## config.mk

```make
export PLATFORM = sky130hd
export DESIGN_NAME = msb_first_bit_packer_flat
export DESIGN_NICKNAME = d
export VERILOG_FILES = /design/src/hw/rtl/mfbp_pkg.sv /design/src/hw/rtl/mfbp_if.sv /design/src/hw/rtl/mfbp_front.sv /design/src/hw/rtl/mfbp_queue.sv /design/src/hw/rtl/mfbp_back.sv /design/src/hw/rtl/msb_first_bit_packer.sv /design/src/flat_wrapper.sv
export SDC_FILE = /design/constraint.sdc
export NUM_CORES = 1
export LEC_CHECK = 0
export BUFFER_PORTS_ARGS = -buffer_cell sky130_fd_sc_hd__buf_2
export CAP_MARGIN = 25
export CORE_MARGIN = 2
export CORE_UTILIZATION = 65
export CTS_BUF_LIST = sky130_fd_sc_hd__clkbuf_8
export CTS_CLUSTER_DIAMETER = 30
export CTS_CLUSTER_SIZE = 16
export DETAILED_ROUTE_END_ITERATION = 10
export PLACE_DENSITY = 0.86
export SYNTH_ARGS = -nofsm -noshare
export SYNTH_HDL_FRONTEND = slang
export SYNTH_SLANG_ARGS = --single-unit
```

## constraint.sdc

```tcl
create_clock -name clk -period 12.6 [get_ports clk]
set_input_delay 0.63 -clock clk [delete_from_list [all_inputs] [get_ports clk]]
set_output_delay 0.63 -clock clk [all_outputs]
set_load 0.02 [all_outputs]
```

## src/hw/rtl/mfbp_pkg.sv

```systemverilog
// Shared constants of the MSB-first bit packer: field widths, action codes
// and the reset value of the output limit register.
// No dependencies; every other file of the block but mfbp_queue imports it.
package mfbp_pkg;

    localparam int BYTE_W      = 8;
    localparam int BIT_COUNT_W = 6;
    localparam int VALUE_W     = 32;
    localparam int LIMIT_W     = 16;

    localparam logic [LIMIT_W-1:0] LIMIT_RESET = 16'hffff;

    localparam logic ACT_WRITE = 1'b0;
    localparam logic ACT_FLUSH = 1'b1;

endpackage

```

## src/hw/rtl/mfbp_if.sv

```systemverilog
// Valid/ready channel interfaces of the MSB-first bit packer: one for
// input requests and one for emitted byte results. Depends on mfbp_pkg.
interface mfbp_item_if
    import mfbp_pkg::*;
();
    logic                   valid;
    logic                   ready;
    logic                   action;
    logic [BIT_COUNT_W-1:0] bit_count;
    logic [VALUE_W-1:0]     value;

    modport source (output valid, output action, output bit_count, output value,
                    input ready);
    modport sink   (input valid, input action, input bit_count, input value,
                    output ready);
endinterface

interface mfbp_result_if
    import mfbp_pkg::*;
();
    logic              valid;
    logic              ready;
    logic [BYTE_W-1:0] out_byte;
    logic              byte_valid;
    logic              overflow;
    logic              last;

    modport source (output valid, output out_byte, output byte_valid,
                    output overflow, output last, input ready);
    modport sink   (input valid, input out_byte, input byte_valid,
                    input overflow, input last, output ready);
endinterface

```

## src/hw/rtl/mfbp_front.sv

```systemverilog
// Front end of the bit packer: accepts requests, merges the field into the
// partial byte and queues the completed bytes as one job. Depends on mfbp_pkg.
module mfbp_front
    import mfbp_pkg::*;
#(
    parameter int MAX_FIELD_BITS = 32
) (
    input  logic                 clk,
    input  logic                 rst_n,
    mfbp_item_if.sink            item,
    input  logic                 q_full,
    output logic                 q_wr,
    output logic [((MAX_FIELD_BITS+7)/8)*8 + $clog2((MAX_FIELD_BITS+7)/8+1) - 1:0] q_wdata
);

    localparam int CNT_W     = $clog2(MAX_FIELD_BITS + 1);
    localparam int TOT_W     = CNT_W + 1;
    localparam int ACC_W     = MAX_FIELD_BITS + 7;
    localparam int JOB_BYTES = (MAX_FIELD_BITS + 7) / 8;
    localparam int JOB_W     = JOB_BYTES * 8;
    localparam int NB_W      = $clog2(JOB_BYTES + 1);

    logic [BYTE_W-1:0] partial_reg, partial_next;
    logic [2:0]        used_reg, used_next;

    logic              accept;
    logic [CNT_W-1:0]  cnt;
    logic [ACC_W-1:0]  val_ext;
    logic [ACC_W-1:0]  val_mask;
    logic [ACC_W-1:0]  combined;
    logic [ACC_W-1:0]  shifted;
    logic [TOT_W-1:0]  total;
    logic [2:0]        rem;
    logic [NB_W-1:0]   nbytes;

    assign item.ready = !q_full;
    assign accept     = item.valid && item.ready;

    always_comb
    begin
        if (item.action == ACT_FLUSH)
        begin
            // A flush pads the free places with zeros; an empty byte stays put.
            if (used_reg == 3'd0)
                cnt = '0;
            else
                cnt = CNT_W'(4'd8 - {1'b0, used_reg});
            val_ext = '0;
        end
        else
        begin
            if (32'(item.bit_count) > 32'(MAX_FIELD_BITS))
                cnt = CNT_W'(MAX_FIELD_BITS);
            else
                cnt = CNT_W'(item.bit_count);
            val_ext = ACC_W'(item.value);
        end

        val_mask = ~({ACC_W{1'b1}} << cnt);
        combined = (ACC_W'(partial_reg) << cnt) | (val_ext & val_mask);
        total    = TOT_W'(used_reg) + TOT_W'(cnt);
        rem      = total[2:0];
        nbytes   = NB_W'(total >> 3);
        // Completed bytes sit above the leftover bits.
        shifted  = combined >> rem;

        partial_next = combined[BYTE_W-1:0] & ~(8'hff << rem);
        used_next    = rem;
    end

    assign q_wr    = accept && (nbytes != '0);
    assign q_wdata = {JOB_W'(shifted), nbytes};

    always_ff @(posedge clk or negedge rst_n)
    begin
        if (!rst_n)
        begin
            partial_reg <= '0;
            used_reg    <= '0;
        end
        else if (accept)
        begin
            partial_reg <= partial_next;
            used_reg    <= used_next;
        end
    end

endmodule

```

## src/hw/rtl/mfbp_queue.sv

```systemverilog
// Short register queue that decouples the packer front end from the byte
// emitter. No dependencies.
module mfbp_queue #(
    parameter int WIDTH = 8,
    parameter int DEPTH = 2
) (
    input  logic             clk,
    input  logic             rst_n,
    input  logic             wr,
    input  logic [WIDTH-1:0] wdata,
    input  logic             rd,
    output logic             full,
    output logic             not_empty,
    output logic [WIDTH-1:0] rdata
);

    localparam int PTR_W = (DEPTH > 1) ? $clog2(DEPTH) : 1;
    localparam int CNT_W = $clog2(DEPTH + 1);

    logic [DEPTH-1:0][WIDTH-1:0] entry_reg;
    logic [PTR_W-1:0]            wr_ptr_reg, wr_ptr_next;
    logic [PTR_W-1:0]            rd_ptr_reg, rd_ptr_next;
    logic [CNT_W-1:0]            count_reg, count_next;
    logic                        do_wr, do_rd;

    assign full      = (count_reg == CNT_W'(DEPTH));
    assign not_empty = (count_reg != '0);
    assign rdata     = entry_reg[rd_ptr_reg];
    assign do_wr     = wr && !full;
    assign do_rd     = rd && not_empty;

    always_comb
    begin
        wr_ptr_next = wr_ptr_reg;
        rd_ptr_next = rd_ptr_reg;
        count_next  = count_reg;
        if (do_wr)
        begin
            if (wr_ptr_reg == PTR_W'(DEPTH - 1))
                wr_ptr_next = '0;
            else
                wr_ptr_next = wr_ptr_reg + 1'b1;
        end
        if (do_rd)
        begin
            if (rd_ptr_reg == PTR_W'(DEPTH - 1))
                rd_ptr_next = '0;
            else
                rd_ptr_next = rd_ptr_reg + 1'b1;
        end
        if (do_wr && !do_rd)
            count_next = count_reg + 1'b1;
        else if (do_rd && !do_wr)
            count_next = count_reg - 1'b1;
    end

    always_ff @(posedge clk or negedge rst_n)
    begin
        if (!rst_n)
        begin
            wr_ptr_reg <= '0;
            rd_ptr_reg <= '0;
            count_reg  <= '0;
        end
        else
        begin
            wr_ptr_reg <= wr_ptr_next;
            rd_ptr_reg <= rd_ptr_next;
            count_reg  <= count_next;
        end
    end

    always_ff @(posedge clk)
    begin
        if (do_wr)
            entry_reg[wr_ptr_reg] <= wdata;
    end

endmodule

```

## src/hw/rtl/mfbp_back.sv

```systemverilog
// Back end of the bit packer: takes queued jobs and emits their bytes one per
// cycle unless the receiver stalls, applying the output limit. Uses mfbp_pkg.
module mfbp_back
    import mfbp_pkg::*;
#(
    parameter int MAX_FIELD_BITS = 32,
    parameter int POSITION_BITS  = 16
) (
    input  logic               clk,
    input  logic               rst_n,
    input  logic [LIMIT_W-1:0] out_limit,
    input  logic               q_valid,
    input  logic [((MAX_FIELD_BITS+7)/8)*8 + $clog2((MAX_FIELD_BITS+7)/8+1) - 1:0] q_rdata,
    output logic               q_pop,
    mfbp_result_if.source      result
);

    localparam int JOB_BYTES = (MAX_FIELD_BITS + 7) / 8;
    localparam int JOB_W     = JOB_BYTES * 8;
    localparam int NB_W      = $clog2(JOB_BYTES + 1);
    localparam int IDX_W     = (JOB_BYTES > 1) ? $clog2(JOB_BYTES) : 1;
    localparam int CMP_W     = (POSITION_BITS > LIMIT_W) ? POSITION_BITS : LIMIT_W;

    logic [JOB_BYTES-1:0][BYTE_W-1:0] data_reg;
    logic [NB_W-1:0]                  rem_reg, rem_next;
    logic [POSITION_BITS-1:0]         pos_reg, pos_next;
    logic                             out_valid_reg, out_valid_next;
    logic [BYTE_W-1:0]                byte_reg;
    logic                             bvalid_reg;
    logic                             overflow_reg;
    logic                             last_reg;

    logic                             load_out;
    logic                             full;
    logic [IDX_W-1:0]                 idx;
    logic [JOB_W-1:0]                 q_data;
    logic [NB_W-1:0]                  q_nbytes;

    assign q_data   = q_rdata[JOB_W+NB_W-1:NB_W];
    assign q_nbytes = q_rdata[NB_W-1:0];

    // The output register takes a new byte when it is empty or being drained.
    assign load_out = (rem_reg != '0) && (!out_valid_reg || result.ready);
    // A saturated position counter counts as a full buffer.
    assign full     = (CMP_W'(pos_reg) >= CMP_W'(out_limit)) ||
                      (pos_reg == {POSITION_BITS{1'b1}});
    assign idx      = IDX_W'(rem_reg - 1'b1);
    assign q_pop    = q_valid && ((rem_reg == '0) || (load_out && rem_reg == NB_W'(1)));

    always_comb
    begin
        rem_next = rem_reg;
        if (q_pop)
            rem_next = q_nbytes;
        else if (load_out)
            rem_next = rem_reg - 1'b1;

        pos_next = pos_reg;
        if (load_out && !full)
            pos_next = pos_reg + 1'b1;

        out_valid_next = out_valid_reg;
        if (load_out)
            out_valid_next = 1'b1;
        else if (result.ready)
            out_valid_next = 1'b0;
    end

    always_ff @(posedge clk or negedge rst_n)
    begin
        if (!rst_n)
        begin
            rem_reg       <= '0;
            pos_reg       <= '0;
            out_valid_reg <= 1'b0;
        end
        else
        begin
            rem_reg       <= rem_next;
            pos_reg       <= pos_next;
            out_valid_reg <= out_valid_next;
        end
    end

    always_ff @(posedge clk)
    begin
        if (q_pop)
            data_reg <= q_data;
        if (load_out)
        begin
            byte_reg     <= full ? '0 : data_reg[idx];
            bvalid_reg   <= !full;
            overflow_reg <= full;
            last_reg     <= (rem_reg == NB_W'(1));
        end
    end

    assign result.valid      = out_valid_reg;
    assign result.out_byte   = byte_reg;
    assign result.byte_valid = bvalid_reg;
    assign result.overflow   = overflow_reg;
    assign result.last       = last_reg;

endmodule

```

## src/hw/rtl/msb_first_bit_packer.sv

```systemverilog
// MSB-first bit packer, top level.
// Depends on mfbp_pkg, the channel interfaces, mfbp_front, mfbp_queue, mfbp_back.
//
// Requests arrive on the item channel (valid/ready): a write appends the low
// bit_count bits of value (clamped to MAX_FIELD_BITS) most significant bit
// first; a flush pads a pending partial byte with zeros. Each completed byte
// leaves on the result channel as one item, the final one of a request marked
// with last. A request that completes no byte produces no result.
// The front end merges a request into the partial byte in the cycle it is
// accepted and queues its bytes; it takes a request every cycle while the
// two-entry job queue has room. The back end emits one byte per cycle while
// the receiver is ready; a request completes up to 4 bytes at the default
// field width. Its bytes pass through the job queue and the result
// register. Once the emitted byte count reaches out_limit, bytes are
// dropped and reported with overflow set and byte_valid clear.
// When the receiver stalls, the result register holds its byte, the queue
// fills and then item.ready drops. Reset empties the queue, clears the
// partial byte and byte count, and sets out_limit to 65535; cfg_we writes it.
module msb_first_bit_packer
    import mfbp_pkg::*;
#(
    parameter int MAX_FIELD_BITS = 32,
    parameter int POSITION_BITS  = 16
) (
    input  logic               clk,
    input  logic               rst_n,
    input  logic               cfg_we,
    input  logic [LIMIT_W-1:0] cfg_wdata,
    mfbp_item_if.sink          item,
    mfbp_result_if.source      result
);

    localparam int JOB_BYTES = (MAX_FIELD_BITS + 7) / 8;
    localparam int Q_W       = JOB_BYTES * 8 + $clog2(JOB_BYTES + 1);

    logic [LIMIT_W-1:0] limit_reg;
    logic               q_wr, q_full, q_valid, q_pop;
    logic [Q_W-1:0]     q_wdata, q_rdata;

    always_ff @(posedge clk or negedge rst_n)
    begin
        if (!rst_n)
            limit_reg <= LIMIT_RESET;
        else if (cfg_we)
            limit_reg <= cfg_wdata;
    end

    mfbp_front #(
        .MAX_FIELD_BITS(MAX_FIELD_BITS)
    ) u_front (
        .clk    (clk),
        .rst_n  (rst_n),
        .item   (item),
        .q_full (q_full),
        .q_wr   (q_wr),
        .q_wdata(q_wdata)
    );

    mfbp_queue #(
        .WIDTH(Q_W),
        .DEPTH(2)
    ) u_queue (
        .clk      (clk),
        .rst_n    (rst_n),
        .wr       (q_wr),
        .wdata    (q_wdata),
        .rd       (q_pop),
        .full     (q_full),
        .not_empty(q_valid),
        .rdata    (q_rdata)
    );

    mfbp_back #(
        .MAX_FIELD_BITS(MAX_FIELD_BITS),
        .POSITION_BITS (POSITION_BITS)
    ) u_back (
        .clk      (clk),
        .rst_n    (rst_n),
        .out_limit(limit_reg),
        .q_valid  (q_valid),
        .q_rdata  (q_rdata),
        .q_pop    (q_pop),
        .result   (result)
    );

endmodule
```

## src/flat_wrapper.sv

```systemverilog
// flat-port wrapper written by rule: the top's interface ports become plain ports
module msb_first_bit_packer_flat import mfbp_pkg::*;
#(
    parameter int MAX_FIELD_BITS = 32,
    parameter int POSITION_BITS  = 16
)
  (clk, rst_n, cfg_we, cfg_wdata, item_valid, item_action, item_bit_count, item_value, item_ready, result_valid, result_out_byte, result_byte_valid, result_overflow, result_last, result_ready);
  mfbp_item_if item_i ();
  mfbp_result_if result_i ();
  input  logic clk;
  input  logic rst_n;
  input  logic cfg_we;
  input  logic [LIMIT_W-1:0] cfg_wdata;
  input wire logic [$bits(item_i.valid)-1:0] item_valid;
  input wire logic [$bits(item_i.action)-1:0] item_action;
  input wire logic [$bits(item_i.bit_count)-1:0] item_bit_count;
  input wire logic [$bits(item_i.value)-1:0] item_value;
  output wire logic [$bits(item_i.ready)-1:0] item_ready;
  output wire logic [$bits(result_i.valid)-1:0] result_valid;
  output wire logic [$bits(result_i.out_byte)-1:0] result_out_byte;
  output wire logic [$bits(result_i.byte_valid)-1:0] result_byte_valid;
  output wire logic [$bits(result_i.overflow)-1:0] result_overflow;
  output wire logic [$bits(result_i.last)-1:0] result_last;
  input wire logic [$bits(result_i.ready)-1:0] result_ready;
  assign item_i.valid = item_valid;
  assign item_i.action = item_action;
  assign item_i.bit_count = item_bit_count;
  assign item_i.value = item_value;
  assign item_ready = item_i.ready;
  assign result_valid = result_i.valid;
  assign result_out_byte = result_i.out_byte;
  assign result_byte_valid = result_i.byte_valid;
  assign result_overflow = result_i.overflow;
  assign result_last = result_i.last;
  assign result_i.ready = result_ready;
  msb_first_bit_packer #(.MAX_FIELD_BITS(MAX_FIELD_BITS), .POSITION_BITS(POSITION_BITS)) u_core (.clk(clk), .rst_n(rst_n), .cfg_we(cfg_we), .cfg_wdata(cfg_wdata), .item(item_i), .result(result_i));
endmodule
```

# After elaboration in Yosys (flattened, before gate mapping)
# Index checks and enable logic that the tools add are counted.
# totals
regBits	164
output_inout_bits	13
in_bits	60
# op_classes
n_mux	19
eq_ne	3
n_reduce_logical	27
bitwise_logic	5
add_sub_neg	8
shifts	4
magnitude_cmp	6
# ops
cell	count
$mux 35	3
$bwmux 70	1
$and 39x39->39	1
$not 39->39	1
$or 39x39->39	1
$shl 39x6->39 const A	1
$shl 8x6->39	1
$shr 39x3->32	1
$demux 35 s1	1
$mux 32	1
$mux 6	3
$add 16x1->16 const B	1
$bmux 8 s2	1
$eq 16x16->1 const B	1
$ge 16x16->1	1
$logic_and 1x1->1	11
$and 8x8->8	1
$mux 8	1
$not 8->8	1
$reduce_bool 2->1	4
$shl 8x3->8 const A	1
$add 3x6->6	1
$gt 6x6->1 const B	1
$logic_not 3->1	2
other kinds (16)	30

# Depth between registers and ports, before layout
# logic_depth
word_depth	11
depth_mapped	19
ltp_nobuf	18

# Cells and area by module
# From an unflattened synthesis, not the netlist that was laid out.
# hier_totals
cells_unflattened	881
hier_area_um2	10030.9
# modules_own_cells
module	n_inst	cells_per_inst	area_per_inst_um2
mfbp_front	1	496	3472.1
mfbp_back	1	223	3012.9
mfbp_queue	1	128	2876.5
msb_first_bit_packer	1	34	669.4

# Least setup slack after synthesis
# Ideal clock, no wire load.
# synth_path
kind	flip-flop to flip-flop
start	register u_core.u_front.used_reg[2]
end	register u_core.u_queue.entry_reg[0] (netlist name), enable pin
setup_slack_ns	7.781
path_stages_with_launch	17
t_arrival_ns	4.387
n_path_buf	2
path_cell_list	dfrtp_1 clkbuf_1 inv_1 ha_1 and3b_1 clkbuf_1 nor2_2 inv_2 ha_1 inv_1 fa_1 inv_1 a21oi_1 nor2_1 xnor2_1 o311a_1 nor2b_1
# synth_via
elab_chain_len	7
# synth_lines
item	line	source
start: declaration	mfbp_front.sv:24	logic [2:0] used_reg, used_next;
start signal: assignment	mfbp_front.sv:84	used_reg <= used_next;
$sub 4x3->5 or $logic_not 3->1 (tied branches)	mfbp_front.sv:47, mfbp_front.sv:44	
$mux 6	mfbp_front.sv:44	if (used_reg == 3'd0)
$mux 6	mfbp_front.sv:41	if (item.action == ACT_FLUSH)
$add 3x6->6 (*)	mfbp_front.sv:61	total = TOT_W'(used_reg) + TOT_W'(cnt);
net u_core.q_wdata[1]	msb_first_bit_packer.sv:38	logic [Q_W-1:0] q_wdata, q_rdata;
$reduce_bool 3->1 (*)	mfbp_front.sv:71	assign q_wr = accept && (nbytes != '0);
$logic_and 1x1->1 (*)	mfbp_front.sv:71	
$logic_and 1x1->1 (*)	mfbp_queue.sv:29	assign do_wr = wr && !full;
net u_core.u_queue.do_wr	mfbp_queue.sv:24	logic do_wr, do_rd;
end signal: indexed assignment	mfbp_queue.sv:76	entry_reg[wr_ptr_reg] <= wdata;
end: declaration	mfbp_queue.sv:20	logic [DEPTH-1:0][WIDTH-1:0] entry_reg;
# Mark *: on every way through the listed nets, which the timed path passes. The rest lies on a longest branch.
# A chain may end at the register's enable or synchronous reset.

# Final worst setup path
# layout_path
start	register u_core.u_front.used_reg[0]
end	register u_core.u_queue.entry_reg[40] (netlist name), data pin
# layout_via
elab_chain_len	9
# layout_lines
item	line	source
$sub 4x3->5 or $logic_not 3->1 (tied branches)	mfbp_front.sv:47, mfbp_front.sv:44	
$mux 6	mfbp_front.sv:44	
$mux 6	mfbp_front.sv:41	
$shl 39x6->39	mfbp_front.sv:59	val_mask = ~({ACC_W{1'b1}} << cnt);
$not 39->39	mfbp_front.sv:59	
$and 39x39->39	mfbp_front.sv:60	combined = (ACC_W'(partial_reg) << cnt) | (val_ext & val_mask);
$or 39x39->39	mfbp_front.sv:60	
$shr 39x3->32 (*)	mfbp_front.sv:65	shifted = combined >> rem;
net u_core.q_wdata[5]	msb_first_bit_packer.sv:38	
$bwmux 70 (*)	mfbp_queue.sv:76	
# Marks and branches as above.

==> summary.txt <==
Status
  – Outcome: finished with violations
  – Violated checks: design-rule violations

Timing
  – TNS Setup: 0 ps
  – Final Critical Period: 4930 ps
  – Max Clk Rate: 203 MHz
  – Slew @ Worst Pin: 1160 ps
  – Clock skew: approximately 16 ps
  – Final period util: 0.391
  – WHS: 262 ps
  – RSZ-0062 raised after global routing: false
  – Max transition margin: 0.224
  – Final Max Tran Viols: 0
  – Hold Violations, Final: 0
  – # setup viols final: 0

Critical path
  – Crit start category: register
  – Worst Reg-to-Reg Cells: 15
  – FF-to-FF setup slack: 7670 ps
  – Largest stage delay, worst path: 780 ps
  – Worst-path cell chain: inv_1 > ha_1 > ha_1 > and3b_1 > nor2_2 > inv_2 > ha_1 > inv_1 > fa_1 > buf_4 > clkinv_1 > nand2_1 > nor2_1 > a222oi_1 > a21boi_0
  – Worst Path Buf+Inv: 5
  – Worst-path fanout max: 36
  – Setup crit end kind: register
  – Most used cell, CP: ha_1
  – WS Path Type: reg2reg
  – Arrival time worst endpoint: 5190 ps
  – Top Family by Delay on Critical Path: buffers and inverters
  – WP data required: 12,860 ps
  – CP max-delay cell: clkinv_1
  – Reg2reg end: u_core.u_queue.entry_reg[40]
  – RR Startpoint: u_core.u_front.used_reg[0]

Floorplan
  – CORE AREA: ~0.015 sq mm
  – Die Ht: 127 um
  – Die Area: around 0.016 sq mm
  – # rows: 44
  – Die Wd: approximately 130 um
  – I/O Pins: between 70 and 80
  – Initial core utilization: 0.670

Clock network
  – Clk sinks: roughly 160
  – Bufs on Longest Clock Path: 2
  – Root buffer cell: clkbuf_8
  – CTS resizes: 0
  – Total CTS buffers: 17
  – Worst-Skew Late Latency: 460 ps
  – H-Tree Depth: 4
  – Clk slew on worst S/H paths: 90 ps
  – Setup Buffers After CTS: 0
  – CTS tree: built
  – Cts hold-fix bufs: 0

GRT
  – Vias in the first global route: 7,817
  – M3 GR Usage: 0.0772
  – Top Usage Layer GRT: met2
  – Grt met1 use: 0.490
  – Largest net degree at the start of global routing: 51
  – Initial antenna violation count: 1
  – First-pass GRT wire length: 43,900 um
  – Gr usage total: 0.360
  – Gr ovfl total: 0
  – GRT met2 Usage: 0.565

Layout
  – Post-layout util: 0.734
  – Area occupied by multi-input gates: 0.00480 sq mm
  – Nets@finish: 1,061
  – Area Overhead vs Synth: 9.60%
  – Largest register FFs: 70
  – Filler cells: 1,001
  – Share of cells above drive strength 1: 0.224
  – Finished layout cell area: 0.0107 sq mm
  – Register area: 0.00466 sq mm

Pwr
  – Leakage: 4.25 nW
  – Power Density: around 300 mW/mm^2
  – Overall Power: roughly 3.2 mW
  – Max VDD drop: 0.149 mV

Synthesis
  – Post-Synthesis Cells: about 900
  – EDFF count, synth: 113
  – Post-synthesis sequential area ratio: 0.477
  – Ys async rst share: 0.307
  – Yosys top cell by area: edfxtp_1
  – Top-area cell type share of the netlist area: 0.347
  – #FFs+latches synth: 163
  – Post-synth top flop: edfxtp_1
  – Ys Warns: 0
  – Post-synthesis cell area: just under 0.01 sq mm
  – Synth top area cells: edfxtp_1 35%, dfrtp_1 8.7%, mux2_2 6.1%, dfstp_2 4.3%, ha_1 3.5%
  – Mean Syn Cell Area: 10.6 sq um
  – Syn nets: 1,009
  – Yosys cell types: 86

Drt
  – Routed vias/inst: around 6.9
  – 1st-iter DRT viols: 950
  – Avg WL per Cell: between 20 and 25 um
  – DRC Markers: 2
  – Via count: 8,041
  – ANT nets after route: 0
  – Drt pass-1 iters: 11
  – Detailed Route WL: 27,900 um

Place
  – HPWL Detailed: 19,500 um
  – Area after DPL: roughly 0.010 sq mm
  – Placer Congestion: 1.05
  – I/O Buffers: 72

Hold path
  – Min-delay worst type: in2async

Job
  – Max cap viols: 0
-- area by class of cell --
cell class | instances | share of cell area
Multi-Input combinational cell | 670 | 0.448
Sequential cell | 163 | 0.435
Timing Repair Buffer | 84 | 0.0421
Clock buffer | 17 | 0.0218
Tap cell | 184 | 0.0215
Clock inverter | 15 | 0.0181
Inverter | 37 | 0.0130
Antenna cell | 1 | 0.000234
-- per-layer routing --
| metal | up-vias | part of all wire | wire, um |
|---|---|---|---|
| met5 | - | 0 | 0 |
| li1 | 3620 | - | - |
| met3 | 69 | 0.094 | 2630 |
| met4 | 0 | 0.037 | 1040 |
| met2 | 505 | 0.46 | 13000 |
| met1 | 3847 | 0.40 | 11300 |
-- synth_stat cells (all sizes together), types with 8 or more instances --
master / number
buf: 16
o211ai: 11
a21oi: 41
nand2: 85
nor2b: 13
dfrtp: 34
mux4: 8
mux2i: 30
ha: 27
nor3: 23
nand2b: 8
or2: 8
o22ai: 11
o221ai: 8
mux2: 53
nand3: 32
nor3b: 10
nor2: 58
xnor2: 8
o21ai: 69
inv: 35
xor2: 18
dfstp: 16
edfxtp: 113
clkbuf: 35
-- worst max path at each step --
stage                                              end  slack [ps]  cells past startpoint                       start
after floorplan            u_core.u_queue.entry_reg[0]        7780                     16  u_core.u_front.used_reg[2]
after global placement    u_core.u_queue.entry_reg[40]        7870                     11                 item_action
after detailed placement  u_core.u_queue.entry_reg[40]        7710                     11                 item_action
after CTS                  u_core.u_queue.entry_reg[5]        7790                     15  u_core.u_front.used_reg[0]
after global routing       u_core.u_queue.entry_reg[5]        7310                     15  u_core.u_front.used_reg[0]
final                     u_core.u_queue.entry_reg[40]        7670                     15  u_core.u_front.used_reg[0]
-- cells by family (layout without fill, tap and decap cells) --
family                   count (synthesis)  count (layout)  share of synthesized area
XOR/XNOR                                26              26                     0.0233
other                                    0               1                          0
flip-flops                             163             163                      0.477
AO/OA/AOI/OAI                          248             248                      0.176
buffers and inverters                   88             153                     0.0357
AND/OR/NAND/NOR                        277             277                      0.141
multiplexers                            91              91                      0.110
adder cells (fa/ha/maj)                 28              28                     0.0366
-- placed cells by master, fill, tap and decap left out, types with 6 or more instances in the layout --
cell / synthesis / routed
xor2_1: 18 / 17
dfstp_2: 16 / 16
nor4_1: 6 / 6
inv_6: 0 / 6
nor2b_1: 13 / 12
nand2b_1: 8 / 8
a31oi_1: 7 / 7
nand3_1: 31 / 31
o22ai_1: 10 / 10
inv_1: 33 / 33
nor2_1: 57 / 57
mux4_2: 8 / 8
clkbuf_8: 0 / 17
o221ai_1: 8 / 8
a21o_1: 6 / 6
and2_1: 6 / 6
o21a_1: 7 / 7
o22a_1: 6 / 6
nor3_1: 23 / 22
mux2_2: 53 / 53
a211oi_1: 7 / 7
buf_4: 0 / 12
mux2i_1: 30 / 30
o21ai_0: 62 / 62
or2_2: 6 / 6
o31ai_1: 6 / 6
nor3b_1: 8 / 8
o211ai_1: 11 / 11
a32oi_1: 6 / 6
nand2_1: 84 / 84
a21oi_1: 41 / 40
and3_1: 7 / 7
ha_1: 27 / 27
dfrtp_1: 34 / 34
buf_2: 9 / 72
edfxtp_1: 113 / 113
xnor2_1: 8 / 7
-- where the power goes --
part / internal, mW / leakage [nW] / switching [mW] / total [mW]
clock network: 0.202 / 0.214 / 0.211 / 0.414
logic: 0.666 / 2.38 / 1.10 / 1.76
registers: 0.930 / 1.65 / 0.107 / 1.04
-- through the flow --
| step | instances | setup slack [ps] |
|---|---|---|
| after CTS | 1170 | 7790 |
| after detailed placement | 1138 | 7710 |
| after floorplan | 921 | 7780 |
| after global placement | 1138 | 7870 |
| after global routing | 1170 | 7310 |
| final | 1171 | 7670 |
(Power assumes the default switching activity.)
